--- src/ntfsdr_pkg.sv ---
`timescale 1ns / 1ps
`default_nettype none
// ----------------------------------------------------------------------------
// ntfsdr_pkg
// Shared types and constants of the data-run list decoder.
// ----------------------------------------------------------------------------
package ntfsdr_pkg;

  localparam int MAX_FIELD_BYTES_DEF = 8;

  localparam int BPC_W      = 22;
  localparam int VOL_W      = 48;
  localparam int CFG_ADDR_W = 1;
  localparam int CFG_DATA_W = 48;

  localparam logic [BPC_W-1:0] BPC_RESET = 22'd4096;

  localparam logic [CFG_ADDR_W-1:0] CFG_BPC = 1'd0;
  localparam logic [CFG_ADDR_W-1:0] CFG_VOL = 1'd1;

  typedef enum logic [1:0] {
    KIND_RUN    = 2'd0,
    KIND_SPARSE = 2'd1,
    KIND_END    = 2'd2,
    KIND_BAD    = 2'd3
  } kind_t;

  typedef enum logic [2:0] {
    PH_HEADER = 3'b001,
    PH_LENGTH = 3'b010,
    PH_OFFSET = 3'b100
  } phase_t;

  typedef struct packed {
    kind_t       kind;
    logic [63:0] lcn;
    logic [63:0] clusters;
  } run_res_t;

  typedef struct packed {
    kind_t       kind;
    logic [63:0] lcn;
    logic [63:0] clusters;
    logic [53:0] c_lo;
    logic [31:0] c_hi;
    logic [53:0] l_lo;
    logic [31:0] l_hi;
  } run_prod_t;

endpackage
`default_nettype wire

--- src/ntfsdr_sum.sv ---
`timescale 1ns / 1ps
`default_nettype none
// ----------------------------------------------------------------------------
// ntfsdr_sum
// Final sums of the partial products and the volume offset; output register.
// ----------------------------------------------------------------------------
module ntfsdr_sum import ntfsdr_pkg::*; (
  input  wire logic             clk,
  input  wire logic             rst_n,
  input  wire logic [VOL_W-1:0] vol,
  input  wire logic             prod_valid,
  output logic                  prod_ready,
  input  wire run_prod_t        prod,
  output logic                  out_valid,
  input  wire logic             out_ready,
  output logic [1:0]            kind,
  output logic [255:0]          data
);

  logic         valid_r;
  logic [1:0]   kind_r;
  logic [255:0] data_r;
  logic [63:0]  bytes_nxt;
  logic [63:0]  addr_nxt;

  assign prod_ready = !valid_r || out_ready;
  assign out_valid  = valid_r;
  assign kind       = kind_r;
  assign data       = data_r;

  always_comb begin
    bytes_nxt = 64'(prod.c_lo) + {prod.c_hi, 32'd0};
    addr_nxt  = 64'(prod.l_lo) + {prod.l_hi, 32'd0} + 64'(vol);
    if (prod.kind != KIND_RUN) addr_nxt = '0;
  end

  always_ff @(posedge clk) begin
    if (!rst_n) begin
      valid_r <= 1'b0;
    end else if (prod_ready) begin
      valid_r <= prod_valid;
    end
  end

  always_ff @(posedge clk) begin
    if (prod_ready && prod_valid) begin
      kind_r <= prod.kind;
      data_r <= {addr_nxt, bytes_nxt, prod.clusters, prod.lcn};
    end
  end

endmodule
`default_nettype wire

--- config.mk ---
export PLATFORM = sky130hd
export DESIGN_NAME = ntfsdr_sum
export DESIGN_NICKNAME = d
export VERILOG_FILES = /design/src/ntfsdr_pkg.sv /design/src/ntfsdr_sum.sv
export SDC_FILE = /design/constraint.sdc
export NUM_CORES = 1
export LEC_CHECK = 0
export ABC_AREA = 0
export BUFFER_PORTS_ARGS = -buffer_cell sky130_fd_sc_hd__buf_2
export CORE_AREA = 2 2 236 238
export DETAILED_ROUTE_END_ITERATION = 16
export DIE_AREA = 0 0 238 240
export PLACE_DENSITY_LB_ADDON = 0.05
export SYNTH_ARGS = -nofsm -noshare
export SYNTH_HDL_FRONTEND = slang
export SYNTH_SLANG_ARGS = --single-unit
--- constraint.sdc ---
create_clock -name clk -period 8.4 [get_ports clk]
set_input_delay 1.68 -clock clk [delete_from_list [all_inputs] [get_ports clk]]
set_output_delay 1.68 -clock clk [all_outputs]
set_load 0.03 [all_outputs]
==> flow_summary.ini <==
[status]
outcome = finished clean

[sta]
skew_ps = 11.5
fin_ws_ps = 3900
finalCriticalPeriod_ps = 4500
fin_setup_tns_ps = 0
timing.hold.ws_ps = 652
fin_crit_sh = 0.536
worstMarginPinSlew_ps = 862
setup_viol = 0
finalHoldViolCount = 0
grt_setup_unrepaired = false
report.final.slew_viol_count = 0
relSlewSlack = 0.425
fmax_mhz = 222

[yosys]
yosys.area_share.simple = 0.0972
synth_ff_type = edfxtp_1
synthTopCellsByArea = edfxtp_1 (57%), ha_1 (10%), a21oi_1 (3.3%)
async_flop_share = 0
ys_ff_latch = 259
syn-num-nets = 1572
yosysTopAreaCellShare = 0.568
synthAdderAreaFrac = 0.131
ys_seq_area_frac = 0.569
yosys_warnings = 0
postSynthCellCount = 1086
ys_top_cells_by_count = edfxtp_1 (258), ha_1 (114), nor2_1 (94), a21oi_1 (89), nand2_1 (67)
syn_area_um2 = 13600
synth_top_family_by_area = compound AO/OA/AOI/OAI gates
synth.distinct_cells = 67
synth-compound-area-share = 0.133
synth-edff-count = 258
yosysTopAreaCell = edfxtp_1
synth_xor_area_frac = 0.0469
synth.most_common_cell = edfxtp_1
muxShareOfSynthArea = 0.00449
avgSynthCellArea_um2 = 12.6

[clock_tree]
cts_sinks = 259
cts_max_path_buffers = 3
path_clk_slew_ps = 60
hold_buffers = 0
cts_max_level = 2
post_cts_buffers = 0
tritoncts = built
clkLatencyLatePin_ps = 540
cts.repair.resized = 0
cts_root_buffer = clkbuf_16
cts_made_buffers = 35

[layout]
fillCellCount = 5684
final_nets = 2197
postLayoutCellArea_um2 = 18700
multiInputGateArea_um2 = 5630
ff_latch_area_um2 = 7770
postLayoutCoreUtil = 0.342
areaGrowthSynthToFinish_pct = 37.1
final_cells = 2444
drive_above_1_share = 0.397

[die]
start_util = 0.250
io_pins = 614
die_area_um2 = 57100
row_count = 86
core_area_um2 = 54700
fp.dieH_um = 240
fp.dieW_um = 238

[worst_setup_path]
worstPathMaxFanout = 4
required_ps = 8660
r2r_start = out_valid$_SDFFE_PN0N_
path_class = primary input to register
critical_path.endpoint = data[243]$_SDFFCE_PP0P_
r2r_slack_ps = 6490
reg2reg_to = data[220]$_SDFFCE_PP0P_
startpoint_type = primary input
cpPeakStageDelay_ps = 420
crit_chain = buf_2 -> ha_1 -> ha_1 -> fa_1 -> a21oi_1 -> o211ai_2 -> a21oi_1 -> o211ai_1 -> o2111ai_1 -> and3_1 -> o21a_1 -> mux2i_1 -> o311ai_0
ff2ff_path_depth = 3
worstSetupStartpoint = vol[1]
slowest_stage = fa_1
end_kind = register
cp.arrival_ps = 4760

[placement]
dp.cells = 2378
gp_congestion = 0.869
port_buffers = 613
place_area_um2 = 17500
dp_hpwl_mm = 45.0
pre_cts_slack_ps = 3340

[global_routing]
grt_pass1_wl_mm = 77.3
overflow = 0
grt_max_degree = 139
grt_antenna_before_repair = 21
grt_usage = 0.185
grt_pass1_vias = 11259

[min_path]
hp-class = register to register
worstHoldStart = out_valid$_SDFFE_PN0N_

[pwr]
power_mw = 4.19
p_leak_nw = 8.28
p_per_area_nw_per_um2 = 224
vdd_drop_max_uv = 123

[routing]
drtIter0Drc = 567
antenna_left = 0
wl_mm = 54.8
drtPass1Iterations = 5
post_drt_wl_per_cell_um = 22.4
vias = 11112
via_per_inst = 4.55
drcViolationCount = 0

[job]
drv_cap = 0
flip-flops by register name, summed over array words and instances, names as in the netlist:
register,flops
kind,2
data,256
out_valid,1
report_power, final:
| group | internal, mW | switching (mW) | total, mW | leakage [nW] |
|---|---|---|---|---|
| clock network | 0.970 | 0.601 | 1.57 | 0.577 |
| registers | 1.54 | 0.0235 | 1.57 | 2.52 |
| logic | 0.362 | 0.692 | 1.05 | 5.18 |
| total | 2.88 | 1.32 | 4.19 | 8.28 |
worst min path at each step:
stage / endpoint / depth (start not counted) / slack, ps
global placement: out_valid$_SDFFE_PN0N_ / 2 / 660
finish: out_valid$_SDFFE_PN0N_ / 2 / 650
CTS: out_valid$_SDFFE_PN0N_ / 2 / 670
global route: out_valid$_SDFFE_PN0N_ / 2 / 680
floorplan: out_valid$_SDFFE_PN0N_ / 2 / 880
detailed placement: out_valid$_SDFFE_PN0N_ / 2 / 660
placed cells by master (no fill, tap or decap), types with 27 or more instances in the layout:
master,netlist,final
a21o_1,40,40
edfxtp_1,258,258
ha_1,114,114
nand2_1,67,67
a21oi_1,89,89
clkbuf_16,0,36
xor2_1,27,27
o21ai_0,51,51
inv_1,32,32
xnor2_1,46,46
nor2_1,94,94
buf_2,12,613
worst max-delay path: cells and delay by family:
kind	cells	cell delay, ps
adders and majority gates	3	960
and+or+nand+nor	1	280
buffers and inverters	1	100
AOI/OAI and AO/OA	7	1570
muxes	1	190
cell type report:
type / instances / area share
clock buffer: 43 / 0.0496
inverter: 32 / 0.00642
multi-input combinational: 765 / 0.301
clock inverter: 19 / 0.0137
tap: 704 / 0.0471
antenna: 4 / 0.000535
timing repair buffer: 618 / 0.167
sequential: 259 / 0.415
cell families (layout without fill, tap and decap cells):
| kind of cell | count (synthesis) | count (layout) |
|---|---|---|
| fa+ha+maj | 132 | 132 |
| xor+xnor | 73 | 73 |
| simple gates | 278 | 278 |
| compound gates | 276 | 276 |
| flops | 259 | 259 |
| other cells | 0 | 4 |
| buf+inv | 62 | 712 |
| mux | 6 | 6 |
metal layers:
layer | up-vias | track usage | share of wire
li1 | 5344 | - | -
met1 | 5309 | 0.213 | 0.39
met2 | 381 | 0.340 | 0.52
met3 | 74 | 0.0486 | 0.064
met4 | 4 | 0.0436 | 0.020
met5 | - | 0 | 0.00047
No activity file was read; power rests on OpenSTA's default activity.
