===== config.mk =====
export PLATFORM = sky130hd
export DESIGN_NAME = ntfsdr_decoder
export DESIGN_NICKNAME = d
export VERILOG_FILES = /design/src/ntfsdr_pkg.sv /design/src/ntfsdr_decoder.sv
export SDC_FILE = /design/constraint.sdc
export NUM_CORES = 1
export LEC_CHECK = 0
export BUFFER_PORTS_ARGS = -buffer_cell sky130_fd_sc_hd__clkbuf_2
export CORE_MARGIN = 1.5
export CORE_UTILIZATION = 45
export DETAILED_ROUTE_END_ITERATION = 16
export PLACE_DENSITY_LB_ADDON = 0.15
export SYNTH_ARGS = -nofsm -noshare
export SYNTH_HDL_FRONTEND = slang
export SYNTH_SLANG_ARGS = --single-unit

===== constraint.sdc =====
create_clock -name clk -period 10.69 [get_ports clk]
set_input_delay 2.138 -clock clk [delete_from_list [all_inputs] [get_ports clk]]
set_output_delay 2.138 -clock clk [all_outputs]
set_load 0.05 [all_outputs]

===== src/ntfsdr_pkg.sv =====
`timescale 1ns / 1ps
`default_nettype none
// ----------------------------------------------------------------------------
// ntfsdr_pkg
// Shared types and constants of the data-run list decoder.
// ----------------------------------------------------------------------------
package ntfsdr_pkg;

  localparam int MAX_FIELD_BYTES_DEF = 8;

  localparam int BPC_W      = 22;
  localparam int VOL_W      = 48;
  localparam int CFG_ADDR_W = 1;
  localparam int CFG_DATA_W = 48;

  localparam logic [BPC_W-1:0] BPC_RESET = 22'd4096;

  localparam logic [CFG_ADDR_W-1:0] CFG_BPC = 1'd0;
  localparam logic [CFG_ADDR_W-1:0] CFG_VOL = 1'd1;

  typedef enum logic [1:0] {
    KIND_RUN    = 2'd0,
    KIND_SPARSE = 2'd1,
    KIND_END    = 2'd2,
    KIND_BAD    = 2'd3
  } kind_t;

  typedef enum logic [2:0] {
    PH_HEADER = 3'b001,
    PH_LENGTH = 3'b010,
    PH_OFFSET = 3'b100
  } phase_t;

  typedef struct packed {
    kind_t       kind;
    logic [63:0] lcn;
    logic [63:0] clusters;
  } run_res_t;

  typedef struct packed {
    kind_t       kind;
    logic [63:0] lcn;
    logic [63:0] clusters;
    logic [53:0] c_lo;
    logic [31:0] c_hi;
    logic [53:0] l_lo;
    logic [31:0] l_hi;
  } run_prod_t;

endpackage
`default_nettype wire


===== src/ntfsdr_decoder.sv =====
`timescale 1ns / 1ps
`default_nettype none
// ----------------------------------------------------------------------------
// ntfsdr_decoder
// Header and field byte parser; keeps the running cluster number and
// registers one run result per finished run, end marker or bad header.
// ----------------------------------------------------------------------------
module ntfsdr_decoder import ntfsdr_pkg::*; #(
  parameter int MAX_FIELD_BYTES = MAX_FIELD_BYTES_DEF
) (
  input  wire logic     clk,
  input  wire logic     rst_n,
  input  wire logic     byte_valid,
  output logic          byte_ready,
  input  wire logic [7:0] run_byte,
  input  wire logic     list_start,
  output logic          res_valid,
  input  wire logic     res_ready,
  output run_res_t      res
);

  localparam int          ACC_W  = 8 * MAX_FIELD_BYTES;
  localparam logic [3:0]  MAX_SZ = 4'(MAX_FIELD_BYTES);

  phase_t             phase_r, phase_nxt;
  logic [3:0]         len_size_r, len_size_nxt;
  logic [3:0]         off_size_r, off_size_nxt;
  logic [3:0]         left_r, left_nxt;
  logic [ACC_W-1:0]   len_acc_r, len_acc_nxt;
  logic [ACC_W-1:0]   off_acc_r, off_acc_nxt;
  logic [63:0]        lcn_r, lcn_nxt;
  logic               res_valid_r, res_valid_nxt;
  run_res_t           res_r, res_nxt;
  phase_t             ph;
  logic [63:0]        base_lcn;
  logic [2:0]         idx;
  logic               accept;

  function automatic logic [63:0] sext_field(input logic [63:0] v, input logic [3:0] sz);
    logic        sgn;
    logic [63:0] r;
    sgn = 1'b0;
    r   = v;
    for (int k = 0; k < 8; k++) begin
      if (sz == 4'(k + 1)) sgn = v[8*k+7];
    end
    for (int k = 0; k < 8; k++) begin
      if (4'(k) >= sz) r[8*k +: 8] = {8{sgn}};
    end
    return r;
  endfunction

  assign byte_ready = !res_valid_r || res_ready;
  assign accept     = byte_valid && byte_ready;
  assign res_valid  = res_valid_r;
  assign res        = res_r;

  always_comb begin
    phase_nxt     = phase_r;
    len_size_nxt  = len_size_r;
    off_size_nxt  = off_size_r;
    left_nxt      = left_r;
    len_acc_nxt   = len_acc_r;
    off_acc_nxt   = off_acc_r;
    lcn_nxt       = lcn_r;
    res_valid_nxt = res_valid_r && !res_ready;
    res_nxt       = res_r;
    ph            = phase_r;
    base_lcn      = lcn_r;
    idx           = 3'd0;
    if (accept) begin
      if (list_start) begin
        ph       = PH_HEADER;
        base_lcn = '0;
      end
      lcn_nxt = base_lcn;
      case (ph)
        PH_LENGTH: begin
          idx = 3'(len_size_r - left_r);
          for (int k = 0; k < MAX_FIELD_BYTES; k++) begin
            if (idx == 3'(k)) len_acc_nxt[8*k +: 8] = run_byte;
          end
          left_nxt = left_r - 4'd1;
          if (left_r == 4'd1) begin
            if (off_size_r != 4'd0) begin
              phase_nxt = PH_OFFSET;
              left_nxt  = off_size_r;
            end else begin
              phase_nxt        = PH_HEADER;
              left_nxt         = 4'd0;
              res_valid_nxt    = 1'b1;
              res_nxt.kind     = KIND_SPARSE;
              res_nxt.lcn      = base_lcn;
              res_nxt.clusters = 64'(len_acc_nxt);
            end
          end
        end
        PH_OFFSET: begin
          idx = 3'(off_size_r - left_r);
          for (int k = 0; k < MAX_FIELD_BYTES; k++) begin
            if (idx == 3'(k)) off_acc_nxt[8*k +: 8] = run_byte;
          end
          left_nxt = left_r - 4'd1;
          if (left_r == 4'd1) begin
            phase_nxt        = PH_HEADER;
            left_nxt         = 4'd0;
            lcn_nxt          = base_lcn + sext_field(64'(off_acc_nxt), off_size_r);
            res_valid_nxt    = 1'b1;
            res_nxt.kind     = KIND_RUN;
            res_nxt.lcn      = lcn_nxt;
            res_nxt.clusters = 64'(len_acc_r);
          end
        end
        default: begin
          phase_nxt = PH_HEADER;
          if (run_byte == 8'd0) begin
            res_valid_nxt    = 1'b1;
            res_nxt.kind     = KIND_END;
            res_nxt.lcn      = '0;
            res_nxt.clusters = '0;
          end else begin
            len_size_nxt = run_byte[3:0];
            off_size_nxt = run_byte[7:4];
            len_acc_nxt  = '0;
            off_acc_nxt  = '0;
            left_nxt     = 4'd0;
            if (len_size_nxt > MAX_SZ || off_size_nxt > MAX_SZ) begin
              len_size_nxt     = 4'd0;
              off_size_nxt     = 4'd0;
              res_valid_nxt    = 1'b1;
              res_nxt.kind     = KIND_BAD;
              res_nxt.lcn      = '0;
              res_nxt.clusters = '0;
            end else if (len_size_nxt != 4'd0) begin
              phase_nxt = PH_LENGTH;
              left_nxt  = len_size_nxt;
            end else begin
              phase_nxt = PH_OFFSET;
              left_nxt  = off_size_nxt;
            end
          end
        end
      endcase
    end
  end

  always_ff @(posedge clk) begin
    if (!rst_n) begin
      phase_r     <= PH_HEADER;
      len_size_r  <= 4'd0;
      off_size_r  <= 4'd0;
      left_r      <= 4'd0;
      len_acc_r   <= '0;
      off_acc_r   <= '0;
      lcn_r       <= '0;
      res_valid_r <= 1'b0;
    end else begin
      phase_r     <= phase_nxt;
      len_size_r  <= len_size_nxt;
      off_size_r  <= off_size_nxt;
      left_r      <= left_nxt;
      len_acc_r   <= len_acc_nxt;
      off_acc_r   <= off_acc_nxt;
      lcn_r       <= lcn_nxt;
      res_valid_r <= res_valid_nxt;
    end
  end

  always_ff @(posedge clk) begin
    res_r <= res_nxt;
  end

endmodule
`default_nettype wire


==> impl_metrics.yaml, run 1 <==
status:
  status: "finished, final reports clean"
pwr:
  finalPower_mw: 3.07
  pwr-share-comb_pct: 13.1
  p_seq_share_pct: 45.2
  p_switching_mw: 0.891
  switching_share_pct: 29.0
  ir_drop_mv: 0.106
  p_per_area_mw_per_mm2: 150
  p_int_mw: 2.18
  p_leak_nw: 7.95
  p_clk_share_pct: 41.7
floorplanning:
  num_rows: 73
  die_h_um: 204
  die-area_sq_mm: 0.0417
  placeableCoreArea_sq_mm: 0.0398
  ios: 145
  die_x_um: 204
  initial_core_util_pct: 45.7
critical_path:
  cpMaxStageDelayCell: "fa_1"
  worst_path_most_repeated_cell: "a31oi_1"
  critical_path_arrival_ns: 7.68
  cp-end-kind: "flop"
  crit_buf_inv: 1
  worstPathMaxFanout: 10
  crit_chain: "inv_1 -> ha_1 -> fa_1 -> nor2b_1 -> nand2_2 -> nand2_1 -> o21ai_0 -> o2111ai_1 -> nor4_2 -> a211o_2 -> nor4_4 -> a31oi_1 -> ha_1 -> nand4_1 -> o22ai_1 -> a31oi_1 -> a31oi_4 -> nor4b_1 -> o2111ai_1 -> nand2_1 -> a31oi_1 -> xnor2_1 -> a22o_1"
  crit_family: "compound AO/OA/AOI/OAI gates"
  max_stage_delay_ns: 0.78
  path_class: "flop to flop"
  required_ns: 11.00
  cp-start-kind: "flop"
routing:
  via_per_inst: 6.06
  remaining_drc_errors: 0
  vias: 15841
  firstDrtPassIters: 5
  wire_per_inst_um: 20.3
  ant_nets: 0
  routed_wl_um: 53200
  first_iter_violations: 1330
clocking:
  numCtsBuffers: 38
  cts_tree: "built"
  cts-resized-gates: 0
  cts_root_buf: "clkbuf_16"
  cts.htree.levels: 2
  post_cts_buffers: 0
  clkLatencyLatePin_ns: 0.58
  clkTransAtPathRegs_ns: 0.06
  postCtsHoldBufs: 0
  cts_buffer_depth: 3
  clock-sinks: 337
placed_design:
  hpwl_um: 35100
  place_congestion: 0.878
  placed_cells: 2546
  numPortBuffers: 144
yosys:
  synth_edf_count: 130
  synthesis.area_sq_mm: 0.0182
  synth_top_area_cell: "dfxtp_1"
  synthArstFlopShare_pct: 0
  synth_fp_nets: 2073
  syn_inst: 1990
  synthFlopType: "dfxtp_1"
  ys_ff_latch: 337
  yosys_warnings: 0
  synth_top_area_share_pct: 22.8
  ys_types: 79
  synth_seq_area_share_pct: 44.2
  synthTopCellsByArea: "dfxtp_1 23%, edfxtp_1 21%, a22o_1 7.1%"
  syn_area_per_cell_sq_um: 9.15
sta:
  fin_skew_ns: 0.0267
  worst_pin_slew_ns: 1.16
  period_needed_ns: 7.37
  setup_viol: 0
  fmax_mhz: 136
  final-max-slew-violation-count: 0
  fin_tns_setup_ns: 0
  hold_viol: 0
  slew_headroom_pct: 23.0
  min_period_over_period_pct: 69.0
  timing.hold.ws_ns: 0.474
  rsz0062_at_grt: "false"
cells_and_area:
  insertedDiodeCount: 0
  fin_nets: 2144
  drive_gt1_share_pct: 12.4
  fill_cells: 3756
  syn_to_final_growth_pct: 12.3
  utilization_pct: 51.3
  final_cells: 2616
global_routing:
  grt_pass1_vias: 14753
  antenna_found_initial: 0
  track_usage_pct: 25.2
  grt_max_degree: 84
  grt_pass1_wl_um: 83100
  grt-ovfl-total: 0
worst_hold_path:
  hp-class: "flop to flop"
flow_run:
  max-cap-violations: 0
-- tightest hold or removal path: stages (launching register included) --
cell and delay [ns]:
dfxtp_1 0.31, nand2_1 0.05, a21boi_0 0.07
-- metal layers --
metal | wire [um] | up-vias | share of wire, % | global-route usage [%]
li1 | - | 7492 | - | -
met1 | 24400 | 7671 | 46 | 36.2
met2 | 24000 | 604 | 45 | 39.4
met3 | 3810 | 74 | 7.2 | 3.95
met4 | 969 | 0 | 1.8 | 6.51
met5 | 0 | - | 0 | 0
-- metrics by stage --
stage	setup slack, ns	instance area, sq um
floorplan	4.18	18200
global placement	3.16	19200
detailed placement	3.05	19200
CTS	3.50	20400
global route	3.05	20400
finish	3.32	20400
-- placed cells by master, fill, tap and decap left out, types with 4 or more instances in the layout --
cell type / synthesis / routed
xnor2_1: 38 / 38
a221oi_1: 5 / 5
a21o_1: 37 / 37
a31oi_1: 60 / 60
a22oi_1: 162 / 162
dfxtp_1: 207 / 207
nor3_1: 21 / 21
nand3b_1: 5 / 5
o21bai_1: 11 / 11
clkbuf_1: 118 / 9
and2_1: 11 / 11
clkbuf_2: 0 / 144
a211oi_1: 15 / 15
inv_1: 33 / 31
ha_1: 67 / 67
and3_1: 12 / 12
xor2_1: 25 / 25
nand2b_1: 10 / 10
nor4_1: 4 / 4
a22o_1: 147 / 147
nor2_2: 4 / 5
nand4_1: 13 / 13
clkinv_2: 0 / 10
o211ai_1: 8 / 8
nand2_1: 232 / 232
a21oi_1: 108 / 108
o31ai_1: 7 / 7
nor2b_1: 111 / 111
clkbuf_8: 0 / 5
clkbuf_16: 0 / 38
nor2_1: 200 / 199
a21boi_0: 8 / 8
o21ai_1: 11 / 11
nand3_1: 21 / 21
edfxtp_1: 130 / 130
o21ai_0: 61 / 60
buf_4: 1 / 23
-- worst paths after layout --
kind	endpoint	start	slack [ns]	cells after the start
max	res[123]	off_size_r[0]	3.32	23
min	len_size_r[0]	len_size_r[0]	0.47	2
max reg2reg	res[123]	off_size_r[0]	3.32	23
min reg2reg	len_size_r[0]	len_size_r[0]	0.47	2
-- power groups by stage --
stage	Clock [mW]	Combinational, mW	Sequential, mW
2_1_floorplan	0	0.188	1.52
3_3_place_gp	0	0.398	1.41
3_5_place_dp	0	0.400	1.41
4_1_cts	1.30	0.401	1.39
5_1_grt	1.35	0.430	1.39
6_report	1.28	0.403	1.39
-- logic make-up after synthesis --
kind of cell    count (synthesis)  synth area share, %
fa+ha+maj                      70                 4.94
xor+xnor                       65                 3.29
flops                         337                 44.2
buf+inv                       169                 3.64
compound gates                672                 26.3
mux                             2                0.117
simple gates                  675                 17.6
-- synthesized netlist by cell type (12+ instances only) --
master    instances
a21oi_1         108
a31oi_1          60
clkbuf_1        118
xor2_1           25
xnor2_1          38
a211oi_1         15
dfxtp_1         207
nor2b_1         111
inv_1            33
a22oi_1         162
and3_1           12
a21o_1           37
nor2_1          200
edfxtp_1        130
o21ai_0          61
a22o_1          147
nand2_1         232
nor3_1           21
nand4_1          13
ha_1             67
nand3_1          21
-- registers in the layout, indices dropped and copies added, names as in the netlist --
register    flops
phase_r         3
off_size_r      4
res           130
off_acc_r      64
lcn_r          64
len_acc_r      64
len_size_r      3
res_valid       1
left_r          4
-- area by class of cell --
class,instances,area (sq um),share of cell area (%)
Sequential cell,337,8050,39.4
Multi-Input combinational cell,1484,9510,46.5
Clock inverter,18,158,0.771
Inverter,33,128,0.624
Tap cell,525,657,3.21
Clock buffer,52,1050,5.15
Timing Repair Buffer,167,893,4.37
Power figures use the tool's default switching activity.
==> inputs of run 2 (changes only) <==
==> constraint.sdc (replaced) <==
create_clock -name clk -period 6.9 [get_ports clk]
set_input_delay 1.38 -clock clk [delete_from_list [all_inputs] [get_ports clk]]
set_output_delay 1.38 -clock clk [all_outputs]
set_load 0.05 [all_outputs]
==> run 2 against run 1 <==
  * Via count up 0.49%
  * Worst setup slack worse by 2.8 ns
  * Flip-flop and latch count did not move
  * Largest power group unchanged
==> impl_metrics.yaml, run 2 (synthesis gave the netlist of run 1 again) <==
sta:
  final-max-slew-violation-count: 0
  rsz0062_at_grt: "false"
  hold_viol: 0
  timing.hold.ws_ns: 0.473
  worst_pin_slew_ns: 1.18
  fin_skew_ns: 0.0214
  fin_tns_setup_ns: 0
  min_period_over_period_pct: 92.1
  fmax_mhz: 157
  setup_viol: 0
  slew_headroom_pct: 21.5
  period_needed_ns: 6.35
clocking:
  cts_root_buf: "clkbuf_16"
  post_cts_buffers: 0
  clock-sinks: 337
  cts_tree: "built"
  clkTransAtPathRegs_ns: 0.06
  clkLatencyLatePin_ns: 0.57
  numCtsBuffers: 38
  cts-resized-gates: 0
  cts_buffer_depth: 3
  postCtsHoldBufs: 0
  cts.htree.levels: 2
cells_and_area:
  layout.cells.most_common: "nand2_1"
  fill_cells: 3777
  final_cell_mix: "232 x nand2_1, 206 x dfxtp_1, 199 x nor2_1"
  largest_reg_flops: 130
  utilization_pct: 52.2
  final_cells: 2649
  insertedDiodeCount: 0
  syn_to_final_growth_pct: 14.2
  drive_gt1_share_pct: 13.7
  fin_nets: 2177
status:
  status: "finished, final reports clean"
routing:
  wire_per_inst_um: 20.9
  vias: 15918
  routed_wl_um: 55400
  firstDrtPassIters: 5
  via_per_inst: 6.01
  first_iter_violations: 1179
  remaining_drc_errors: 0
  ant_nets: 0
floorplanning:
  num_rows: 73
  die_x_um: 204
  ios: 145
  placeableCoreArea_sq_mm: 0.0398
  die_h_um: 204
  die-area_sq_mm: 0.0417
  initial_core_util_pct: 45.7
global_routing:
  track_usage_pct: 26.3
  grt_max_degree: 77
  grt_pass1_wl_um: 86200
  grt-ovfl-total: 0
  antenna_found_initial: 0
  grt_pass1_vias: 15225
critical_path:
  crit_family: "compound AO/OA/AOI/OAI gates"
  r2r-start: "off_size_r[0]"
  startpoint: "off_size_r[0]"
  max_stage_delay_ns: 0.44
  cp-end-kind: "flop"
  cpMaxStageDelayCell: "dfxtp_2"
  worst_path_most_repeated_cell: "buf_4"
  path_class: "flop to flop"
  crit_chain: "inv_1 -> ha_1 -> fa_1 -> xor3_1 -> buf_4 -> nand2_1 -> a21oi_1 -> nor3_1 -> a211o_4 -> nor4_4 -> buf_4 -> a31oi_1 -> ha_1 -> nand4_1 -> o22ai_1 -> a31oi_1 -> a31oi_4 -> nor4b_1 -> buf_4 -> o2111ai_1 -> a21oi_1 -> nand3b_1 -> xnor2_1 -> a22o_1"
  cp-start-kind: "flop"
  critical_path_arrival_ns: 6.66
  required_ns: 7.21
  worstPathMaxFanout: 9
  crit_buf_inv: 4
worst_hold_path:
  worstHoldStart: "len_size_r[0]"
  hp-class: "flop to flop"
placed_design:
  place_congestion: 0.892
  hpwl_um: 37700
  numPortBuffers: 144
  placed_cells: 2579
pwr:
  ir_drop_mv: 0.216
  p_per_area_mw_per_mm2: 236
  p_leak_nw: 8.15
flow_run:
  max-cap-violations: 0
-- run 2: changes by cell type in the layout (fill, tap and decap cells not counted), sizes merged --
| cell | delta |
|---|---|
| buf | +33 |
| bufinv | +4 |
| clkbuf | -2 |
| clkinv | -1 |
| clkinvlp | -1 |
-- run 2: worst register-to-register path, delay by kind of cell (launching register included) --
kind            cells  cell delay, ns
simple gates        6            1.09
xor+xnor            2            0.49
flops               1            0.44
compound gates      9            2.29
buf+inv             4            0.73
fa+ha+maj           3            1.05
-- run 2: metal layers --
metal,track usage [%],vias up,routed length (um)
li1,-,7575,-
met4,7.64,0,1210
met3,3.65,82,3120
met5,0,-,0
met1,37.0,7751,25600
met2,41.9,510,25500
-- run 2: layout make-up --
cell class | count | area [sq um] | area share (%)
clock buffers | 50 | 1020 | 4.89
multi-input cells | 1484 | 9520 | 45.8
repair buffers | 200 | 1160 | 5.58
clock inverters | 20 | 262 | 1.26
flip-flops and latches | 337 | 8050 | 38.7
inverters | 33 | 128 | 0.614
well taps | 525 | 657 | 3.16
-- run 2: through the flow --
stage          power, mW  cell area [sq um]  worst slack, ns
6_report            4.90              20800            0.548
5_1_grt             5.06              20800           0.0708
4_1_cts             4.93              20800            0.314
3_5_place_dp        2.83              19500            0.356
3_3_place_gp        2.82              19500            0.421
2_1_floorplan       2.65              18200            0.921
-- run 2: where the power goes --
group / total, mW / switching, mW / internal [mW]
logic: 0.647 / 0.505 / 0.142
clock network: 2.11 / 0.866 / 1.24
registers: 2.14 / 0.0236 / 2.12
total: 4.90 / 1.40 / 3.50
-- run 2: worst paths after layout --
kind              endpoint  cells after the start  slack (ns)
max               res[127]                     24        0.55
min          len_size_r[0]                      2        0.47
max reg2reg       res[127]                     24        0.55
min reg2reg  len_size_r[0]                      2        0.47
